`config.mk`:
```
export PLATFORM = sky130hd
export DESIGN_NAME = http_request_lexer_core
export DESIGN_NICKNAME = d
export VERILOG_FILES = /design/src/hlex_pkg.sv /design/src/hlex_front.sv /design/src/hlex_queue.sv /design/src/hlex_back.sv /design/src/http_request_lexer_core.sv
export SDC_FILE = /design/constraint.sdc
export NUM_CORES = 1
export LEC_CHECK = 0
export BUFFER_PORTS_ARGS = -buffer_cell sky130_fd_sc_hd__buf_2
export CELL_PAD_IN_SITES_DETAIL_PLACEMENT = 1
export CELL_PAD_IN_SITES_GLOBAL_PLACEMENT = 2
export CORE_MARGIN = 1.5
export CORE_UTILIZATION = 37
export CTS_CLUSTER_SIZE = 14
export DETAILED_ROUTE_END_ITERATION = 8
export HOLD_SLACK_MARGIN = 0.08
export PLACE_DENSITY_LB_ADDON = 0.1
export SETUP_SLACK_MARGIN = 0.1
export SKIP_CTS_REPAIR_TIMING = 1
export SLEW_MARGIN = 40
export SYNTH_ARGS = -nofsm -noshare
export SYNTH_HDL_FRONTEND = slang
export SYNTH_HIERARCHICAL = 1
export SYNTH_SLANG_ARGS = --single-unit
```
`constraint.sdc`:
```
create_clock -name clk_i -period 3.3 [get_ports clk_i]
set_input_delay 0.99 -clock clk_i [delete_from_list [all_inputs] [get_ports clk_i]]
set_output_delay 0.99 -clock clk_i [all_outputs]
set_load 0.02 [all_outputs]
```
`src/hlex_pkg.sv`:
```
`default_nettype none

package hlex_pkg;

  // Result kinds
  typedef enum logic [1:0] {
    KIND_APPEND = 2'd0,
    KIND_CLOSE  = 2'd1,
    KIND_END    = 2'd2
  } kind_e;

  // Token classes
  typedef enum logic [2:0] {
    CLS_WORD   = 3'd0,
    CLS_QUOTED = 3'd1,
    CLS_SPACE  = 3'd2,
    CLS_CRLF   = 3'd3,
    CLS_COLON  = 3'd4,
    CLS_SEMI   = 3'd5,
    CLS_SLASH  = 3'd6,
    CLS_QMARK  = 3'd7
  } tok_class_e;

  // Character codes
  localparam logic [7:0] CH_BS     = 8'h08;
  localparam logic [7:0] CH_TAB    = 8'h09;
  localparam logic [7:0] CH_LF     = 8'h0A;
  localparam logic [7:0] CH_VT     = 8'h0B;
  localparam logic [7:0] CH_FF     = 8'h0C;
  localparam logic [7:0] CH_CR     = 8'h0D;
  localparam logic [7:0] CH_SP     = 8'h20;
  localparam logic [7:0] CH_DQUOTE = 8'h22;
  localparam logic [7:0] CH_SLASH  = 8'h2F;
  localparam logic [7:0] CH_COLON  = 8'h3A;
  localparam logic [7:0] CH_SEMI   = 8'h3B;
  localparam logic [7:0] CH_QMARK  = 8'h3F;

  // Result steps of one byte, in the order they go out
  localparam int STEP_PRE_CR     = 0;  // append CR of a held CR
  localparam int STEP_PRE_LF     = 1;  // append LF of a CRLF
  localparam int STEP_PRE_CLOSE  = 2;  // close held CR as space or CRLF
  localparam int STEP_WORD_CLOSE = 3;  // close open word before a delimiter
  localparam int STEP_APPEND     = 4;  // append the byte itself
  localparam int STEP_CLOSE      = 5;  // close with the byte's class
  localparam int STEP_EOI_CR     = 6;  // append CR held at end of input
  localparam int STEP_EOI_SPACE  = 7;  // close that CR as space
  localparam int STEP_EOI_WORD   = 8;  // close word open at end of input
  localparam int STEP_END        = 9;  // end of request
  localparam int NUM_STEPS       = 10;
  localparam int STEP_W          = $clog2(NUM_STEPS);

  // Lexer state
  typedef struct packed {
    logic skipping;
    logic in_quotes;
    logic word_open;
    logic cr_pending;
    logic last_crlf;
    logic body;
  } lex_state_t;

  localparam lex_state_t LEX_RESET = '{
    skipping:   1'b1,
    in_quotes:  1'b0,
    word_open:  1'b0,
    cr_pending: 1'b0,
    last_crlf:  1'b0,
    body:       1'b0
  };

  // Work plan for one byte, handed from front to back
  typedef struct packed {
    logic [NUM_STEPS-1:0] steps;
    logic [7:0]           data_byte;
    tok_class_e           cls;
    logic                 pre_crlf;
    logic                 qerr;
  } plan_t;

endpackage

`default_nettype wire

```
`src/hlex_front.sv`:
```
`default_nettype none

// Classifies each input byte against the lexer state and builds its plan.
module hlex_front (
  input  wire logic          clk_i,
  input  wire logic          rst_ni,
  input  wire logic          in_valid_i,
  output logic               in_ready_o,
  input  wire logic [7:0]    data_byte_i,
  input  wire logic          end_of_input_i,
  output logic               push_o,
  output hlex_pkg::plan_t    plan_o,
  input  wire logic          queue_full_i
);

  hlex_pkg::lex_state_t state_q, state_d;
  hlex_pkg::plan_t      plan;
  logic                 fire;
  logic                 do_handle;
  logic                 lead_ws, is_space, is_delim, is_cr, is_dq;

  assign in_ready_o = !queue_full_i;
  assign fire       = in_valid_i && in_ready_o;

  // Byte classes
  always_comb begin
    lead_ws  = (data_byte_i == hlex_pkg::CH_LF) || (data_byte_i == hlex_pkg::CH_CR) ||
               (data_byte_i == hlex_pkg::CH_TAB) || (data_byte_i == hlex_pkg::CH_BS) ||
               (data_byte_i == hlex_pkg::CH_SP);
    is_space = (data_byte_i == hlex_pkg::CH_SP) || (data_byte_i == hlex_pkg::CH_TAB) ||
               (data_byte_i == hlex_pkg::CH_LF) || (data_byte_i == hlex_pkg::CH_VT) ||
               (data_byte_i == hlex_pkg::CH_FF);
    is_delim = (data_byte_i == hlex_pkg::CH_COLON) || (data_byte_i == hlex_pkg::CH_SEMI) ||
               (data_byte_i == hlex_pkg::CH_SLASH) || (data_byte_i == hlex_pkg::CH_QMARK);
    is_cr    = (data_byte_i == hlex_pkg::CH_CR);
    is_dq    = (data_byte_i == hlex_pkg::CH_DQUOTE);
  end

  // Next state and plan
  always_comb begin
    state_d        = state_q;
    plan           = '0;
    plan.data_byte = data_byte_i;
    plan.cls       = hlex_pkg::CLS_WORD;
    do_handle      = 1'b1;

    // resolve a held CR
    if (state_d.cr_pending) begin
      state_d.cr_pending                  = 1'b0;
      plan.steps[hlex_pkg::STEP_PRE_CR]    = 1'b1;
      plan.steps[hlex_pkg::STEP_PRE_CLOSE] = 1'b1;
      if (data_byte_i == hlex_pkg::CH_LF) begin
        plan.pre_crlf                    = 1'b1;
        plan.steps[hlex_pkg::STEP_PRE_LF] = 1'b1;
        if (state_d.last_crlf) begin
          state_d.body      = 1'b1;
          state_d.word_open = 1'b1;
        end
        state_d.last_crlf = 1'b1;
        do_handle         = 1'b0;
      end else begin
        state_d.last_crlf = 1'b0;
      end
    end

    // the byte itself
    if (do_handle) begin
      if (state_d.body) begin
        plan.steps[hlex_pkg::STEP_APPEND] = 1'b1;
      end else if (!(state_d.skipping && lead_ws)) begin
        state_d.skipping = 1'b0;
        if (state_d.in_quotes) begin
          plan.steps[hlex_pkg::STEP_APPEND] = 1'b1;
          if (is_dq) begin
            plan.steps[hlex_pkg::STEP_CLOSE] = 1'b1;
            plan.cls                         = hlex_pkg::CLS_QUOTED;
            state_d.last_crlf                = 1'b0;
            state_d.word_open                = 1'b0;
            state_d.in_quotes                = 1'b0;
          end
        end else if (is_dq) begin
          state_d.in_quotes                 = 1'b1;
          state_d.word_open                 = 1'b1;
          plan.steps[hlex_pkg::STEP_APPEND] = 1'b1;
        end else if (is_cr || is_space || is_delim) begin
          // delimiter: open word closes first
          if (state_d.word_open) begin
            plan.steps[hlex_pkg::STEP_WORD_CLOSE] = 1'b1;
            state_d.word_open                     = 1'b0;
            state_d.last_crlf                     = 1'b0;
          end
          if (is_cr) begin
            state_d.cr_pending = 1'b1;
          end else begin
            plan.steps[hlex_pkg::STEP_APPEND] = 1'b1;
            plan.steps[hlex_pkg::STEP_CLOSE]  = 1'b1;
            state_d.last_crlf                 = 1'b0;
            case (data_byte_i)
              hlex_pkg::CH_COLON: plan.cls = hlex_pkg::CLS_COLON;
              hlex_pkg::CH_SEMI:  plan.cls = hlex_pkg::CLS_SEMI;
              hlex_pkg::CH_SLASH: plan.cls = hlex_pkg::CLS_SLASH;
              hlex_pkg::CH_QMARK: plan.cls = hlex_pkg::CLS_QMARK;
              default:            plan.cls = hlex_pkg::CLS_SPACE;
            endcase
          end
        end else begin
          plan.steps[hlex_pkg::STEP_APPEND] = 1'b1;
          state_d.word_open                 = 1'b1;
        end
      end
    end

    // end of request: flush and return to reset state
    if (end_of_input_i) begin
      if (state_d.cr_pending) begin
        plan.steps[hlex_pkg::STEP_EOI_CR]    = 1'b1;
        plan.steps[hlex_pkg::STEP_EOI_SPACE] = 1'b1;
      end
      if (state_d.word_open) begin
        plan.steps[hlex_pkg::STEP_EOI_WORD] = 1'b1;
      end
      plan.steps[hlex_pkg::STEP_END] = 1'b1;
      plan.qerr                      = state_d.in_quotes;
      state_d                        = hlex_pkg::LEX_RESET;
    end
  end

  always_ff @(posedge clk_i or negedge rst_ni) begin
    if (!rst_ni) begin
      state_q <= hlex_pkg::LEX_RESET;
    end else if (fire) begin
      state_q <= state_d;
    end
  end

  // bytes that cause nothing are not queued
  assign push_o = fire && (plan.steps != '0);
  assign plan_o = plan;

endmodule

`default_nettype wire

```
`src/hlex_queue.sv`:
```
`default_nettype none

// Short queue of plans between front and back.
module hlex_queue #(
  parameter int Depth = 2
) (
  input  wire logic            clk_i,
  input  wire logic            rst_ni,
  input  wire logic            push_i,
  input  wire hlex_pkg::plan_t wdata_i,
  output logic                 full_o,
  input  wire logic            pop_i,
  output logic                 empty_o,
  output hlex_pkg::plan_t      rdata_o
);

  localparam int PtrW = (Depth > 1) ? $clog2(Depth) : 1;
  localparam int CntW = $clog2(Depth + 1);

  hlex_pkg::plan_t mem_q [Depth];
  logic [PtrW-1:0] wr_ptr_q, wr_ptr_d, rd_ptr_q, rd_ptr_d;
  logic [CntW-1:0] count_q, count_d;
  logic            do_push, do_pop;

  assign full_o  = (count_q == CntW'(Depth));
  assign empty_o = (count_q == '0);
  assign do_push = push_i && !full_o;
  assign do_pop  = pop_i && !empty_o;
  assign rdata_o = mem_q[rd_ptr_q];

  // Pointer wrap and fill count
  always_comb begin
    wr_ptr_d = wr_ptr_q;
    rd_ptr_d = rd_ptr_q;
    count_d  = count_q;
    if (do_push) begin
      wr_ptr_d = (wr_ptr_q == PtrW'(Depth - 1)) ? '0 : wr_ptr_q + 1'b1;
    end
    if (do_pop) begin
      rd_ptr_d = (rd_ptr_q == PtrW'(Depth - 1)) ? '0 : rd_ptr_q + 1'b1;
    end
    if (do_push && !do_pop) begin
      count_d = count_q + 1'b1;
    end else if (do_pop && !do_push) begin
      count_d = count_q - 1'b1;
    end
  end

  always_ff @(posedge clk_i or negedge rst_ni) begin
    if (!rst_ni) begin
      wr_ptr_q <= '0;
      rd_ptr_q <= '0;
      count_q  <= '0;
    end else begin
      wr_ptr_q <= wr_ptr_d;
      rd_ptr_q <= rd_ptr_d;
      count_q  <= count_d;
    end
  end

  // Storage
  always_ff @(posedge clk_i) begin
    if (do_push) begin
      mem_q[wr_ptr_q] <= wdata_i;
    end
  end

endmodule

`default_nettype wire

```
`src/hlex_back.sv`:
```
`default_nettype none

// Expands one plan into result beats, one step per cycle while the output is ready.
module hlex_back (
  input  wire logic            clk_i,
  input  wire logic            rst_ni,
  input  wire logic            q_empty_i,
  input  wire hlex_pkg::plan_t q_plan_i,
  output logic                 q_pop_o,
  output logic                 out_valid_o,
  input  wire logic            out_ready_i,
  output hlex_pkg::kind_e      kind_o,
  output logic [7:0]           out_byte_o,
  output hlex_pkg::tok_class_e cls_o,
  output logic                 qerr_o,
  output logic                 last_o
);

  logic [hlex_pkg::NUM_STEPS-1:0] steps_q, steps_d, rest;
  logic [7:0]                     byte_q;
  hlex_pkg::tok_class_e           cls_q;
  logic                           pre_crlf_q, qerr_q;
  logic [hlex_pkg::STEP_W-1:0]    sel;
  logic                           fire, load;

  assign out_valid_o = (steps_q != '0);
  assign fire        = out_valid_o && out_ready_i;
  // drop the lowest pending step
  assign rest        = steps_q & (steps_q - 1'b1);
  assign last_o      = (rest == '0);
  assign load        = !q_empty_i && (!out_valid_o || (fire && last_o));
  assign q_pop_o     = load;

  // Lowest pending step
  always_comb begin
    sel = '0;
    for (int i = hlex_pkg::NUM_STEPS - 1; i >= 0; i--) begin
      if (steps_q[i]) begin
        sel = hlex_pkg::STEP_W'(i);
      end
    end
  end

  // Result of the selected step
  always_comb begin
    kind_o     = hlex_pkg::KIND_CLOSE;
    out_byte_o = 8'h00;
    cls_o      = hlex_pkg::CLS_WORD;
    qerr_o     = 1'b0;
    case (sel)
      hlex_pkg::STEP_W'(hlex_pkg::STEP_PRE_CR),
      hlex_pkg::STEP_W'(hlex_pkg::STEP_EOI_CR): begin
        kind_o     = hlex_pkg::KIND_APPEND;
        out_byte_o = hlex_pkg::CH_CR;
      end
      hlex_pkg::STEP_W'(hlex_pkg::STEP_PRE_LF): begin
        kind_o     = hlex_pkg::KIND_APPEND;
        out_byte_o = hlex_pkg::CH_LF;
      end
      hlex_pkg::STEP_W'(hlex_pkg::STEP_PRE_CLOSE): begin
        cls_o = pre_crlf_q ? hlex_pkg::CLS_CRLF : hlex_pkg::CLS_SPACE;
      end
      hlex_pkg::STEP_W'(hlex_pkg::STEP_WORD_CLOSE),
      hlex_pkg::STEP_W'(hlex_pkg::STEP_EOI_WORD): begin
        cls_o = hlex_pkg::CLS_WORD;
      end
      hlex_pkg::STEP_W'(hlex_pkg::STEP_APPEND): begin
        kind_o     = hlex_pkg::KIND_APPEND;
        out_byte_o = byte_q;
      end
      hlex_pkg::STEP_W'(hlex_pkg::STEP_CLOSE): begin
        cls_o = cls_q;
      end
      hlex_pkg::STEP_W'(hlex_pkg::STEP_EOI_SPACE): begin
        cls_o = hlex_pkg::CLS_SPACE;
      end
      hlex_pkg::STEP_W'(hlex_pkg::STEP_END): begin
        kind_o = hlex_pkg::KIND_END;
        qerr_o = qerr_q;
      end
      default: begin
        kind_o = hlex_pkg::KIND_CLOSE;
      end
    endcase
  end

  // Pending step mask
  always_comb begin
    steps_d = steps_q;
    if (load) begin
      steps_d = q_plan_i.steps;
    end else if (fire) begin
      steps_d = rest;
    end
  end

  always_ff @(posedge clk_i or negedge rst_ni) begin
    if (!rst_ni) begin
      steps_q <= '0;
    end else begin
      steps_q <= steps_d;
    end
  end

  // Plan payload
  always_ff @(posedge clk_i) begin
    if (load) begin
      byte_q     <= q_plan_i.data_byte;
      cls_q      <= q_plan_i.cls;
      pre_crlf_q <= q_plan_i.pre_crlf;
      qerr_q     <= q_plan_i.qerr;
    end
  end

endmodule

`default_nettype wire

```
`src/http_request_lexer_core.sv`:
```
// Channel  | Dir | tdata                                      | tuser        | tlast
// s_axis   | in  | [7:0] data_byte                            | -            | end_of_input
// m_axis   | out | [7:0] out_byte, [10:8] token_class,        | [1:0] kind   | last result
//          |     | [11] quote_error, [15:12] zero             |              |   of a byte
//
// A byte is classified and its plan queued in the cycle it is accepted; an idle expander
// loads the plan at the next edge and offers the first result from its step register.
// Results leave one per cycle while the output is ready, so a byte with n results (n from
// 0 to 5) takes n output beats and the output beat rate sets throughput. The plan queue
// (QueueDepth entries) lets input run on while the output stalls; input stalls only when
// it is full. Reset clears lexer state, queue and expander at once.
`default_nettype none

module http_request_lexer_core #(
  parameter int QueueDepth = 2
) (
  input  wire logic        clk_i,
  input  wire logic        rst_ni,
  input  wire logic        s_axis_tvalid,
  output logic             s_axis_tready,
  input  wire logic [7:0]  s_axis_tdata,   // [7:0] data_byte
  input  wire logic        s_axis_tlast,
  output logic             m_axis_tvalid,
  input  wire logic        m_axis_tready,
  output logic [15:0]      m_axis_tdata,   // [7:0] out_byte, [10:8] token_class,
                                           // [11] quote_error, [15:12] zero
  output logic [1:0]       m_axis_tuser,   // [1:0] result_kind
  output logic             m_axis_tlast
);

  hlex_pkg::plan_t      push_plan, head_plan;
  logic                 push, full, empty, pop;
  hlex_pkg::kind_e      kind;
  logic [7:0]           out_byte;
  hlex_pkg::tok_class_e cls;
  logic                 qerr;

  hlex_front u_front (
    .clk_i          (clk_i),
    .rst_ni         (rst_ni),
    .in_valid_i     (s_axis_tvalid),
    .in_ready_o     (s_axis_tready),
    .data_byte_i    (s_axis_tdata),
    .end_of_input_i (s_axis_tlast),
    .push_o         (push),
    .plan_o         (push_plan),
    .queue_full_i   (full)
  );

  hlex_queue #(
    .Depth (QueueDepth)
  ) u_queue (
    .clk_i   (clk_i),
    .rst_ni  (rst_ni),
    .push_i  (push),
    .wdata_i (push_plan),
    .full_o  (full),
    .pop_i   (pop),
    .empty_o (empty),
    .rdata_o (head_plan)
  );

  hlex_back u_back (
    .clk_i       (clk_i),
    .rst_ni      (rst_ni),
    .q_empty_i   (empty),
    .q_plan_i    (head_plan),
    .q_pop_o     (pop),
    .out_valid_o (m_axis_tvalid),
    .out_ready_i (m_axis_tready),
    .kind_o      (kind),
    .out_byte_o  (out_byte),
    .cls_o       (cls),
    .qerr_o      (qerr),
    .last_o      (m_axis_tlast)
  );

  // Output beat packing
  assign m_axis_tdata = {4'b0000, qerr, cls, out_byte};
  assign m_axis_tuser = kind;

endmodule

`default_nettype wire

```
== After elaboration in Yosys (flattened, before gate mapping) ==
Memories as Yosys holds them, arrays and structs flattened.
Index checks and enable logic that the tools add are counted.
W data, S select, Z words.
Storage, ports and cells
  bits in writable memories: 46
  input bits: 13
  output and inout port bits: 21
  flip-flop bits (word level): 33
  word-level logic and storage cells: 161
  memories: 1
Memories
  u_queue.mem_q: words 2, width 23, rd ports 1, clocked after memory_dff 0, wr ports 1, RTL line hlex_queue.sv:20  | hlex_pkg::plan_t mem_q [Depth];
Cells by class
  add/sub/neg operators: 5
  reductions and logical operators: 40
  eq/ne operators: 22
  mux-type cells: 78
  bitwise logic cells: 1
Operators with widths (number)
  $eq A8 B4 Y1 const B: 6
  $eq A8 B6 Y1 const B: 6
  $mux W4: 12
  $mux W1: 37
  $mux W3: 10
  $pmux W8 S3: 1
  $mux W10: 2
  $reduce_bool A10 Y1: 2
  $mux W2: 9
  $eq A4 B3 Y1 const B: 4
  $mux W5: 3
  $logic_or A1 B1 Y1: 14
  $pmux W3 S4: 1
  $and A10 B10 Y10: 1
  $logic_and A1 B1 Y1: 10
  $logic_not A10 Y1: 1
  $sub A10 B1 Y10 const B: 1
  $pmux W3 S3: 1
  $mux W6: 1
  $reduce_bool A2 Y1: 3
  $logic_not A1 Y1: 5
  $eq A4 B1 Y1 const B: 1
  $eq A4 B2 Y1 const B: 1
  $eq A4 B4 Y1 const B: 1
  other kinds (11): 13

== Logic depth before layout (Yosys ltp) ==
Gate-level depths: netlist (run 1).
  depth in word-level cells: 22
  gate-level depth with buffers: 12
  gate-level depth less buffers: 11

== Modules after synthesis ==
The synthesis (run 1) kept the hierarchy.
Modules (own cells, without submodules)
  hlex_queue: sequential area each 1481.4 sq um, instances 1, area each 1959.4 sq um, cells each 91
  hlex_back: sequential area each 640.6 sq um, instances 1, area each 1247.4 sq um, cells each 120
  hlex_front: sequential area each 151.4 sq um, instances 1, area each 859.6 sq um, cells each 113
  http_request_lexer_core: sequential area each 0.0 sq um, instances 1, area each 41.3 sq um, cells each 6

== Least setup slack after synthesis (run 1) ==
No wires, ideal clock.
  path kind: in2reg
  start point: input s_axis_tdata[5]
  end point: memory u_queue/mem_q[0][0] (netlist bit) (enable)
  library setup time: 0.403 ns
  path buffers: 1
  data required time: 2.897 ns
  data arrival time: 3.733 ns
  cell stages on the path: 8
  setup slack: -0.836 ns
  cell sequence: buf_6 -> nor3b_1 -> o2111a_2 -> or4_4 -> or3b_4 -> a31oi_1 -> nand2_1 -> nor2_1
Between the ends
  longest elaborated chain between the ends: 20
  elaborated cells on any way between the ends: 68
  those cells by class: 12 x eq/ne; 39 x mux; 17 x reduce/logical
Ends and longest elaborated chain
  from (decl): RTL line http_request_lexer_core.sv:21  | input wire logic [7:0] s_axis_tdata,
  $eq A8 B6 Y1 / $eq A8 B4 Y1 (equally long branches): RTL line hlex_front.sv:29, hlex_front.sv:30, hlex_front.sv:28
  $logic_or A1 B1 Y1 (2 in series): RTL line hlex_front.sv:30  | is_space = (data_byte_i == hlex_pkg::CH_SP) || (data_byte_i == hlex_pkg::CH_TAB) ||
  $logic_or A1 B1 Y1 (2 in series): RTL line hlex_front.sv:31  | (data_byte_i == hlex_pkg::CH_LF) || (data_byte_i == hlex_pkg::CH_VT) ||
  $logic_or A1 B1 Y1 (2 in series): RTL line hlex_front.sv:85  | end else if (is_cr || is_space || is_delim) begin
  $mux W2 / $mux W1 (equally long branches): RTL line hlex_front.sv:85
  $mux W2 / $mux W1 (equally long branches): RTL line hlex_front.sv:81  | end else if (is_dq) begin
  $mux W1 / $mux W2 (equally long branches): RTL line hlex_front.sv:72  | if (state_d.in_quotes) begin
  $mux W5: RTL line hlex_front.sv:70  | end else if (!(state_d.skipping && lead_ws)) begin
  (+2 left out)
  $mux W2 / $mux W1 (equally long branches): RTL line hlex_front.sv:115, hlex_front.sv:119
  $mux W4: RTL line hlex_front.sv:114  | if (end_of_input_i) begin
  $reduce_bool A10 Y1 *: RTL line hlex_front.sv:137  | assign push_o = fire && (plan.steps != '0);
  $logic_and A1 B1 Y1 *: RTL line hlex_front.sv:137
  net push: RTL line http_request_lexer_core.sv:32  | logic push, full, empty, pop;
  $logic_and A1 B1 Y1 *: RTL line hlex_queue.sv:27  | assign do_push = push_i && !full_o;
  $mux W1 *: RTL line hlex_queue.sv:63  | if (do_push) begin
  $mux W1 (not written as such) *: RTL line hlex_queue.sv:64  | mem_q[wr_ptr_q] <= wdata_i;
  to (decl): RTL line hlex_queue.sv:20
Mark *: on every way through the listed nets, which the timed path passes. The rest lies on a longest branch. The select of a mux whose other input is x is not followed.

== Worst setup path in the final report (run 1) ==
  start point: register u_back/steps_q[2] (netlist bit)
  end point: output m_axis_tuser[0]
Between the ends
  longest elaborated chain between the ends: 6
  elaborated cells on any way between the ends: 10
  those cells by class: 4 x eq/ne; 4 x mux; 2 x reduce/logical
Ends and longest elaborated chain
  from (decl): RTL line hlex_back.sv:19  | logic [hlex_pkg::NUM_STEPS-1:0] steps_q, steps_d, rest;
  from (signal assigned): RTL line hlex_back.sv:101  | steps_q <= steps_d;
  $mux W4 * (3 in series): RTL line hlex_back.sv:38  | if (steps_q[i]) begin
  $eq A4 B3 Y1 (tied with other cells): RTL line hlex_back.sv:50  | case (sel)
  $reduce_or A4 Y1 (no source line)
  $pmux W2 S2 *: RTL line hlex_back.sv:50
  to (decl): RTL line http_request_lexer_core.sv:27  | output logic [1:0] m_axis_tuser,
Every way passes the cells marked *; elsewhere a longest branch is shown, timed or not.

==> results.md, run 1 <==
- Summed over all layers, the global routing overflow is 0.
- Data on the critical path is required at its endpoint by 2.31 ns.
- The standard-cell row count is 38.
- No sink is reached through more buffers than the 2 on the longest clock path.
- The count of buffers from port buffering is 29.
- The final cell count without fillers is 528.
- The fraction of synthesized cell area taken by the top area cell type is 43.1%.
- The path class of the tightest hold or removal check is flop to flop.
- The last weighted congestion value of the routability-driven placer is 0.756.
- The worst clock skew on the final layout is 0.00835 ns.
- The switching share of total power is 40.0%.
- Yosys printed 6 warnings.
- The total setup violations reported at the end of the flow is 0.
- The final sum of negative setup slack is 0 ns.
- The routed layout has 2696 vias.
- STA classifies the critical path endpoint as an output pin.
- The signed area change from the synthesized netlist to the final layout is 20.0%.
- Grouping stages by cell kind, the critical path spends the most delay in simple AND/OR/NAND/NOR gates.
- The maximum vdd drop is 0.000707 V.
- The highest attainable clock frequency is slightly above 0.3 GHz.
- The final-layout fill cell count is 1156.
- Setup repair after global routing could not meet its margin everywhere.
- In this run the static leakage power is slightly below 2 nW.
- The number of global-route vias before repair is 2783.
- Data on the critical path arrives at its endpoint at approximately 2.3 ns.
- The die is 108 um tall.
- Once the floorplan was initialized, standard cells occupied between 30% and 40% of the core.
- The power density relative to cell area is 1020 nW/um^2.
- Wires add up to approximately 9000 um.
- The minimum clock period after layout is ~3.3 ns.
- The clock-pin slew reported for the worst setup and hold paths after clock tree synthesis is 0.08 ns.
- Synthesis produced 330 cells.
- The critical path is of the flop to output pin type.
- The cell with the biggest individual delay on the critical path is sky130_fd_sc_hd__or4_4.
- STA classifies the critical path startpoint as a flop.
- The first routing iteration left 128 violations.
- Max-cap violations in this run came to 0.
- The full die area is 11700 sq um.
- The power share of the combinational group is 54.1%.
- The switching power total is 2.02 mW.
- The cell area that synthesis handed to floorplanning was 4110 sq um.
- The overall power is slightly above 5 mW.
- The most used flip-flop cell after synthesis is sky130_fd_sc_hd__edfxtp_1.
- The most common cell in the netlist is sky130_fd_sc_hd__edfxtp_1.
- The number of hold-slack violations in the final timing report came to 0.
- The clock share of power is 12.3%.
- The signal on the critical path passes through or4_4, buf_6, nor4b_4, buf_4, nor4_2, buf_4.
- The HPWL after detailed placement is 6450 um.
- The average wire length per cell after detail routing is 17.1 um.
- The number of antenna violations at the first check in global routing was 0.
- The number of clock buffers added by TritonCTS is 9.
- The run finished with clean final reports.
- The count of flip-flops with a built-in enable after synthesis is a little under 60.
- By area the synthesized netlist is led by sky130_fd_sc_hd__edfxtp_1 (43%), sky130_fd_sc_hd__dfrtp_1 (12%), sky130_fd_sc_hd__mux2_4 (6.9%), sky130_fd_sc_hd__buf_4 (3.3%), sky130_fd_sc_hd__nor2_1 (2.2%).
- The overall routing resource usage is 16.0%.
- The number of nets with antenna violations after detailed routing is 0.
- Dividing the synthesized area by the synthesized cell count gives 12.4 sq um.
- The count of unresolved DRC violations after routing is 0.
- TritonCTS built the clock tree.
- The internal power summed over all cells is 3.02 mW.
- The post-layout net count is between 300 and 400.
- The period utilization is 98.8%.
- The cell that appears most often on the critical path is sky130_fd_sc_hd__buf_4.
- In this run the tightest slew margin relative to its limit is between 60% and 70%.
- Along the worst path, the maximum fanout reaches 8.
- For the pin with the worst max-slew slack, the measured transition is 0.517 ns.
- Entering global routing, the biggest net connects 25 pins.
- The number of diodes added for antenna fixing is 0.
- After detailed routing, the number of vias per cell comes to 5.11.
- The count of final max-slew check failures came to 0.
- Counting both buffers and inverters, the worst setup path holds a total of 3.
- The sequential group share of total power is between 30% and 40%.
- The share of final-layout standard cells stronger than drive strength 1 is 41.0%.
- The placeable core region is between 10000 and 15000 sq um.
- Before antenna repair, the detailed router went through 4 iterations.
- Including well taps, the total number of placed cells is 505.
- Counting distinct cell types in the post-synthesis netlist gives 69.
- The synthesized design spends more area on one cell type than any other, namely sky130_fd_sc_hd__edfxtp_1.
- The fraction of the yosys area taken by sequential cells is 55.3%.
- The H-tree generated during clock tree synthesis spans 3 levels.
- The longest individual stage delay on the worst path is 0.65 ns.
- The number of top-level pins is 34.
- After synthesis, the share of flip-flops with an asynchronous set or reset is between 20% and 30%.
- The commonest cells after synthesis are sky130_fd_sc_hd__edfxtp_1 (59), sky130_fd_sc_hd__nor2_1 (24), sky130_fd_sc_hd__dfrtp_1 (19), sky130_fd_sc_hd__inv_1 (19), sky130_fd_sc_hd__mux2_4 (19).
- The clock reaches the later pin of the worst-skew pair after 0.35 ns.
- The width of the die is 108 um.
- In this run, synthesis produced a sequential element count of around 80.
- The global-route wire length before repair is 14200 um.
- The clock net sink count is 79.
- The tree is rooted in a sky130_fd_sc_hd__clkbuf_8.
[cell families after synthesis]
| logic type | synth area share, % |
|---|---|
| simple gates | 13.4 |
| flops | 55.3 |
| compound gates | 12.2 |
| buf+inv | 8.32 |
| mux | 8.83 |
| xor+xnor | 1.28 |
| fa+ha+maj | 0.548 |
| other cells | 0.0913 |
[final cells by class]
cell class	instances	area [sq um]	share of cell area (%)
sequential	79	2280	46.4
multi-input combinational	199	1670	33.8
timing repair buffer	74	557	11.3
tap	140	175	3.56
clock buffer	10	128	2.59
inverter	20	76.3	1.55
clock inverter	6	38.8	0.787
[power by group through the flow]
stage / combinational [mW] / sequential [mW] / clock [mW]
global placement: 2.14 / 1.67 / 0
floorplan: 1.71 / 1.56 / 0
CTS: 2.19 / 1.67 / 0.638
detailed placement: 2.17 / 1.69 / 0
global route: 2.93 / 1.74 / 0.678
finish: 2.73 / 1.70 / 0.619
[worst min-delay path: stages, from the launching register on]
cell and delay [ns]:
sky130_fd_sc_hd__dfstp_2 0.40, sky130_fd_sc_hd__o41ai_1 0.05, sky130_fd_sc_hd__o21ai_0 0.07
[final timing paths]
path	start	to	slack (ns)	depth (start not counted)
setup / recovery	u_back/steps_q[2]	m_axis_tuser[0]	0.04	6
hold / removal	u_front/state_q[5]	u_front/state_q[5]	0.52	2
setup reg to reg	u_back/steps_q[2]	u_queue/count_q[1]	0.50	10
hold reg to reg	u_front/state_q[5]	u_front/state_q[5]	0.52	2
max in group asynchronous	rst_ni	u_back/steps_q[6]	2.33	1
min in group asynchronous	rst_ni	u_back/steps_q[0]	0.60	1
[per-layer routing]
layer	GRT usage (%)	vias to the layer above	wire length (um)
li1	-	1312	-
met1	20.7	1341	4210
met2	26.4	33	4460
met3	3.50	10	213
met4	5.55	0	132
met5	0	-	0
[per-stage QoR]
| stage | util [%] | setup WS, ns | area, sq um | hold slack [ns] |
|---|---|---|---|---|
| final | 45.5 | 0.0408 | 4930 | 0.524 |
| after global routing | 45.5 | -0.0509 | 4930 | 0.560 |
| after CTS | 43.2 | -0.216 | 4680 | 0.524 |
| after detailed placement | 41.6 | -0.184 | 4510 | 0.500 |
| after global placement | 41.6 | -0.136 | 4510 | 0.497 |
| after floorplan | - | -0.180 | 4150 | 0.474 |
[cell usage in the layout, fill, tap and decap left out, types with 5 or more instances in the layout]
| cell type | count |
|---|---|
| sky130_fd_sc_hd__dfrtp_2 | 9 |
| sky130_fd_sc_hd__buf_2 | 20 |
| sky130_fd_sc_hd__inv_1 | 19 |
| sky130_fd_sc_hd__mux2_4 | 20 |
| sky130_fd_sc_hd__a21oi_1 | 10 |
| sky130_fd_sc_hd__edfxtp_1 | 59 |
| sky130_fd_sc_hd__nand2_1 | 9 |
| sky130_fd_sc_hd__dfrtp_1 | 10 |
| sky130_fd_sc_hd__and2_1 | 7 |
| sky130_fd_sc_hd__nor2_1 | 21 |
| sky130_fd_sc_hd__o21ai_0 | 6 |
| sky130_fd_sc_hd__clkbuf_8 | 9 |
| sky130_fd_sc_hd__buf_6 | 7 |
| sky130_fd_sc_hd__nor3_1 | 10 |
| sky130_fd_sc_hd__mux2_2 | 5 |
| sky130_fd_sc_hd__o21ai_1 | 8 |
| sky130_fd_sc_hd__nand2b_1 | 7 |
| sky130_fd_sc_hd__buf_4 | 45 |
[flip-flops by register name, indices dropped and copies added, names as in the netlist]
name / count
u_queue/rd_ptr_q: 1
u_queue/wr_ptr_q: 1
u_back/cls_q: 3
u_back/byte_q: 8
u_back/qerr_q: 1
u_back/pre_crlf_q: 1
u_queue/mem_q: 46
u_back/steps_q: 10
u_queue/count_q: 2
u_front/state_q: 6
Power figures use the tool's default switching activity.
==> run 2, diff against run 1 <==
--- a/config.mk
+++ b/config.mk
@@ -13,7 +13,7 @@
 export CTS_CLUSTER_SIZE = 14
 export DETAILED_ROUTE_END_ITERATION = 8
 export HOLD_SLACK_MARGIN = 0.08
-export PLACE_DENSITY_LB_ADDON = 0.1
+export PLACE_DENSITY = 0.86
 export SETUP_SLACK_MARGIN = 0.1
 export SKIP_CTS_REPAIR_TIMING = 1
 export SLEW_MARGIN = 40
==> results.md, run 2 (synthesized netlist as in run 1, its figures left out) <==
- The flow ran to the end, and the final reports show no timing, DRC or antenna violations.
- In the global route stage, met1 resource usage came out at 19.7%.
- The maximum fanout encountered on the critical timing path is 6.
- Counting along the longest clock path gives a buffer depth of 2.
- The startpoint of the worst register-to-register path is u_back/steps_q[2].
- STA puts the critical path data required time at 2.31 ns.
- The count of unresolved DRC violations after routing is 0.
- The finished layout holds approximately 530 standard cells, fillers aside.
- Setup violations remaining at the end of the flow were counted as 0.
- Entering global routing, the biggest net connects 25 pins.
- The repair_antennas step left the layout with diodes totalling 0.
- The number of hold-slack violations in the final timing report is 0.
- The number of buffers added by the clock tree synthesis step is 9.
- In the final layout, flip-flops and latches occupy 2280 sq um.
- The leakage power is 1.94 nW.
- The worst setup path category is flop to output pin.
- The average vias per placed instance is 5.22.
- The iteration-0 DRC count of the detailed router is 103.
- The effective utilization at floorplan is 37.9%.
- Clock-pin slew was measured on the worst setup and hold paths at about 0.080 ns.
- The most critical setup path has its endpoint at m_axis_tdata[1].
- The least setup slack across all paths after layout is between 0.1 and 0.15 ns.
- The number of top-level pins is 34.
- The type of the tightest min-delay check is flop to flop.
- The pre-antenna-repair detailed-routing pass consisted of 4 iterations.
- The average wire length per cell after detail routing is ~17 um.
- The clock net sink count is 79.
- Subtracting the final worst setup slack from the clock period gives 3.15 ns.
- The overall die height is 108 um.
- The worst max-slew margin expressed relative to the limit is 62.8%.
- For this run the aggregate overflow at the end of global routing stands at 0.
- During placement, the flow inserted port buffers numbering 29.
- For this run, the share of the core covered by cells in the final layout is a little under half.
- The standard-cell row count is 38.
- The final-layout fill cell count is 1172.
- The met2 usage in global routing is 28.2%.
- In the layout the commonest cells are sky130_fd_sc_hd__edfxtp_1 (59), sky130_fd_sc_hd__buf_4 (49), sky130_fd_sc_hd__buf_2 (27).
- The half-perimeter wire length after placement is between 6000 and 7000 um.
- The global-route wire length before repair is 14400 um.
- The H-tree generated during clock tree synthesis spans 3 levels.
- For the pin with the worst max-slew slack, the measured transition is 0.556 ns.
- The placed cell count is 507.
- The width of the die is 108 um.
- Max-cap violations in this run came to 0.
- In this run the worst setup path begins at u_back/steps_q[2].
- The share of final-layout standard cells stronger than drive strength 1 is between 40 and 50%.
- The number of nets with antenna violations after detailed routing is 0.
- The highest attainable clock frequency is 0.317 GHz.
- The overall routing resource usage is between 15 and 20%.
- The endpoint of the worst-slack reg-to-reg timing path is u_queue/count_q[1].
- The number of antenna violations at the first check in global routing was 0.
- The setup slack on the worst flop-to-flop path is 0.30 ns.
- met2 is the most crowded layer.
- Leaving out fill and tap cells, the most frequent cell in the layout is sky130_fd_sc_hd__edfxtp_1.
- For met3 alone, demand over resource in global routing was 2.41%.
- The largest register by flop count is u_queue/mem_q.
- The capturing element type of the critical path is an output pin.
- STA puts the critical path data arrival time at 2.16 ns.
- Prior to clock tree synthesis, the placed netlist has a worst setup slack of -0.179 ns.
- The cell area reported after detailed placement is 4530 sq um.
- The worst setup path is launched from a flop.
- The placeable core region is 10800 sq um.
- The clock reaches the later pin of the worst-skew pair after approximately 0.35 ns.
- The multi-input combinational cells in the finished layout cover a total of 1620 sq um.
- Across the routed clock network, the largest skew measured is around 0.012 ns.
- In the final design database the tool counted around 400 nets.
- The worst hold margin is around 0.53 ns.
- The finished cells cover 4910 sq um.
- The sum of routed wire length over all layers is 9110 um.
- The cell depth of the worst flop-to-flop path is 12.
- Dividing the final minimum period by the clock period gives 95.6%.
- The power density relative to cell area is 998 nW/um^2.
- The TritonCTS clock tree is done.
- The largest registers in the layout are u_queue/mem_q: 46 flops, u_back/steps_q: 10 flops, u_back/byte_q: 8 flops.
- The number of global-route vias before repair is 2864.
- The count of final max-slew check failures is 0.
- The flip-flop count of the largest register after layout is 46.
- From synthesis to final layout, the design area changed by 19.5%.
- The clock root buffer is sky130_fd_sc_hd__clkbuf_8.
- The final route contains 2781 vias.
- Across the VDD grid, the largest voltage drop is 0.000689 V.
- The full die area is 11700 sq um.
- At the end of routability-driven placement, the weighted congestion stood at ~0.84.
- Setup repair after global routing could not meet its margin everywhere.
run 2: cell count changes in the layout (fill, tap and decap cells not counted), sizes merged:
| cell | previous run | this run |
|---|---|---|
| or4 | 4 | 5 |
| buf | 74 | 78 |
| clkinvlp | 2 | 1 |
| clkinv | 5 | 4 |
| bufinv | 0 | 2 |
run 2: power by group:
part / internal (mW) / switching [mW]
Sequential: 1.45 / 0.230
Combinational: 1.13 / 1.33
Clock: 0.423 / 0.337
run 2: metal layers:
metal,up-vias,share of wire [%],routed length [um]
li1,1325,-,-
met1,1397,44,4050
met2,42,51,4650
met3,17,2.4,220
met4,0,2.1,187
met5,-,0,0
run 2: layout make-up:
class / instances / share of cell area, %
Inverter: 20 / 1.56
Timing Repair Buffer: 78 / 11.1
Sequential cell: 79 / 46.5
Clock buffer: 10 / 2.60
Clock inverter: 6 / 1.73
Multi-Input combinational cell: 200 / 32.9
Tap cell: 140 / 3.57
run 2: worst min path at each step:
stage,from,endpoint,depth (start not counted)
final,u_front/state_q[5],u_front/state_q[5],2
after global routing,u_queue/mem_q[0][11],u_back/byte_q[6],1
after CTS,u_front/state_q[3],u_front/state_q[3],1
after detailed placement,u_front/state_q[3],u_front/state_q[3],1
after global placement,u_front/state_q[3],u_front/state_q[3],1
after floorplan,u_front/state_q[3],u_front/state_q[3],1
run 2: metrics by stage:
| step | setup TNS, ns | power [mW] |
|---|---|---|
| 2_1_floorplan | -5.35 | 3.28 |
| 3_3_place_gp | -0.792 | 3.77 |
| 3_5_place_dp | -2.38 | 3.88 |
| 4_1_cts | -0.315 | 4.66 |
| 5_1_grt | 0 | 5.18 |
| 6_report | 0 | 4.90 |
run 2: worst max-delay path, cell delays in order, from the launching register on:
cell                      delay [ns]
sky130_fd_sc_hd__dfrtp_2        0.46
sky130_fd_sc_hd__or4_4          0.61
sky130_fd_sc_hd__nor2_2         0.16
sky130_fd_sc_hd__nand2_1        0.07
sky130_fd_sc_hd__mux2_2         0.25
sky130_fd_sc_hd__a21oi_1        0.11
sky130_fd_sc_hd__buf_4          0.16
==> run 3, diff against run 2 <==
--- a/config.mk
+++ b/config.mk
@@ -6,14 +6,12 @@
 export NUM_CORES = 1
 export LEC_CHECK = 0
 export BUFFER_PORTS_ARGS = -buffer_cell sky130_fd_sc_hd__buf_2
-export CELL_PAD_IN_SITES_DETAIL_PLACEMENT = 1
-export CELL_PAD_IN_SITES_GLOBAL_PLACEMENT = 2
 export CORE_MARGIN = 1.5
-export CORE_UTILIZATION = 37
+export CORE_UTILIZATION = 40
 export CTS_CLUSTER_SIZE = 14
 export DETAILED_ROUTE_END_ITERATION = 8
 export HOLD_SLACK_MARGIN = 0.08
-export PLACE_DENSITY = 0.86
+export PLACE_DENSITY = 0.7
 export SETUP_SLACK_MARGIN = 0.1
 export SKIP_CTS_REPAIR_TIMING = 1
 export SLEW_MARGIN = 40
==> results.md, run 3 (synthesized netlist as in run 1, its figures left out) <==
- Once the floorplan was initialized, standard cells occupied 41.6% of the core.
- The detailed router finished its first iteration with 120 violations.
- The most common cell after layout, fill and taps aside is sky130_fd_sc_hd__edfxtp_1.
- The run finished with clean final reports.
- The die covers 10900 sq um.
- The number of diodes added for antenna fixing is 0.
- The final-layout fill cell count is 864.
- The count of unresolved DRC violations after routing is 0.
- The register with the most flip-flops in the layout has 46 of them.
- The number of antenna violations at the first check in global routing was 0.
- The highest attainable clock frequency is 0.315 GHz.
- The worst max-slew margin expressed relative to the limit is a little over three fifths.
- The largest registers in the layout are u_queue/mem_q: 46 flops, u_back/steps_q: 10 flops, u_back/byte_q: 8 flops.
- The clock passes through at most 2 buffers.
- Across the routed clock network, the largest skew measured is approximately 0.0093 ns.
- VDD sags by at most approximately 0.00069 V.
- For this block, the routed nets add up to 7850 um of wire.
- The signed area change from the synthesized netlist to the final layout is 17.9%.
- The later pin in the worst-skew pair is clocked with a latency of 0.34 ns.
- At the end of routability-driven placement, the weighted congestion stood at around 0.81.
- The placeable core region is 9860 sq um.
- Among all stages on the critical path, the largest delay is contributed by sky130_fd_sc_hd__or4_4.
- The average wire length per cell after detail routing is between 10 and 15 um.
- For this run, the total global-route usage over all layers was measured as about 15%.
- The top cell types in the final layout, fill and taps aside, are sky130_fd_sc_hd__edfxtp_1 (59), sky130_fd_sc_hd__buf_4 (45), sky130_fd_sc_hd__buf_2 (26).
- Setup total negative slack on the finished layout was measured at 0 ns.
- The maximum fanout encountered on the critical timing path is 7.
- Detailed routing inserted a total of 2706 vias.
- Walking the worst path, the cells encountered are or4_4, buf_4, o31ai_4, o21ai_2, nor2_1, buf_2.
- The overall die height is 104 um.
- The first global-routing pass estimated between 10000 and 15000 um of wire.
- Excluding fillers, the count of instances in the completed layout stands at 524.
- The worst hold path begins at u_front/state_q[5].
- The number of global-route vias before repair is 2626.
- The initialized floorplan defines 36 standard-cell rows.
- The period utilization is 96.3%.
- The worst setup path category is flop to output pin.
- The width of the die is between 100 and 150 um.
- The routed design could run at a clock period as short as around 3.2 ns.
- The length of the first detailed-routing pass in iterations is 4.
- Counting the buffers created by CTS gives 9.
- The power density relative to cell area is 993 nW/um^2.
- The clock root buffer is sky130_fd_sc_hd__clkbuf_8.
- The net count of the finished layout is 400.
- Entering global routing, the biggest net connects 25 pins.
- Including well taps, the total number of placed cells is slightly below 500.
- In this run the critical register-to-register path is launched from u_back/steps_q[2].
- The number of hold-slack violations in the final timing report was 0.
- The half-perimeter wire length after placement is 5410 um.
- Setup repair after global routing could not meet its margin everywhere.
- The longest individual stage delay on the worst path is 0.62 ns.
- The H-tree was split into 3 levels.
- The clock-pin slew reported for the worst setup and hold paths after clock tree synthesis is approximately 0.08 ns.
- Setup violations remaining at the end of the flow were counted as 0.
- In the final layout, the share of cells above drive strength 1 is 39.9%.
- The capturing element type of the critical path is an output pin.
- The largest register by flop count is u_queue/mem_q.
- In this run the tool buffered the top-level ports with 29 buffer cells.
- The min-delay analysis places its worst path in the category flop to flop.
- The tightest hold path in the finished design has a slack of 0.522 ns.
- In this run the count of I/O pins placed on the die edge is 34.
- Summed over all layers, the global routing overflow is 0.
- The leakage power is between 1.5 and 2 nW.
- The average vias per placed instance is 5.16.
- At the worst endpoint, the required time is 2.31 ns.
- At the end of the flow the core is filled with cells to 49.1%.
- Across the run, the number of max-cap violations was 0.
- CTS saw 79 sinks.
- The number of nets with antenna violations after detailed routing is 0.
- The count of final max-slew check failures was 0.
- Across all register-to-register paths, the minimum setup slack is around 0.42 ns.
- The TritonCTS clock tree is done.
- The worst setup path is launched from a flop.
- In this run the worst setup path begins at u_back/steps_q[2].
- Data on the critical path arrives at its endpoint at 2.19 ns.
- For the pin with the worst max-slew slack, the measured transition is 0.554 ns.
[run 3: changes by cell type in the layout (fill, tap and decap cells not counted), sizes merged]
cell | previous run | this run
buf | 78 | 75
inv | 19 | 21
clkinvlp | 1 | 3
clkinv | 4 | 3
bufinv | 2 | 0
[run 3: power breakdown]
part	switching (mW)	internal (mW)	total, mW
Sequential	0.202	1.45	1.65
Clock	0.361	0.280	0.641
Combinational	1.35	1.17	2.52
Total	1.91	2.90	4.81
[run 3: worst paths after layout]
| kind | endpoint | cells after the start |
|---|---|---|
| hold reg to reg | u_front/state_q[5] | 2 |
| setup / recovery | m_axis_tlast | 6 |
| hold / removal | u_front/state_q[5] | 2 |
| min in group asynchronous | u_back/steps_q[0] | 1 |
| setup reg to reg | u_queue/count_q[1] | 11 |
| max in group asynchronous | u_front/state_q[5] | 1 |
[run 3: per-stage QoR]
| stage | worst slack (ns) | cell area [sq um] | power [mW] |
|---|---|---|---|
| final | 0.121 | 4840 | 4.81 |
| after global routing | 0.0256 | 4840 | 5.10 |
| after CTS | -0.0491 | 4670 | 4.46 |
| after detailed placement | -0.129 | 4490 | 3.82 |
| after global placement | -0.108 | 4490 | 3.76 |
| after floorplan | -0.180 | 4150 | 3.28 |
[run 3: critical path: cells and delay by family (launching register included)]
family | cells | cell delay [ns]
compound gates | 2 | 0.32
buf+inv | 2 | 0.33
flops | 1 | 0.46
simple gates | 2 | 0.74
[run 3: cell type report]
| class | count | area (sq um) | share of cell area, % |
|---|---|---|---|
| Timing Repair Buffer | 76 | 536 | 11.1 |
| Clock inverter | 7 | 57.6 | 1.19 |
| Tap cell | 133 | 166 | 3.43 |
| Inverter | 20 | 76.3 | 1.58 |
| Clock buffer | 9 | 124 | 2.56 |
| Sequential cell | 79 | 2280 | 47.1 |
| Multi-Input combinational cell | 200 | 1600 | 33.1 |
[run 3: per-layer routing]
metal | up-vias | GRT usage [%] | share of wire [%]
li1 | 1326 | - | -
met1 | 1294 | 18.8 | 46
met2 | 66 | 23.5 | 48
met3 | 20 | 3.38 | 3.5
met4 | 0 | 5.46 | 2.6
met5 | - | 0 | 0
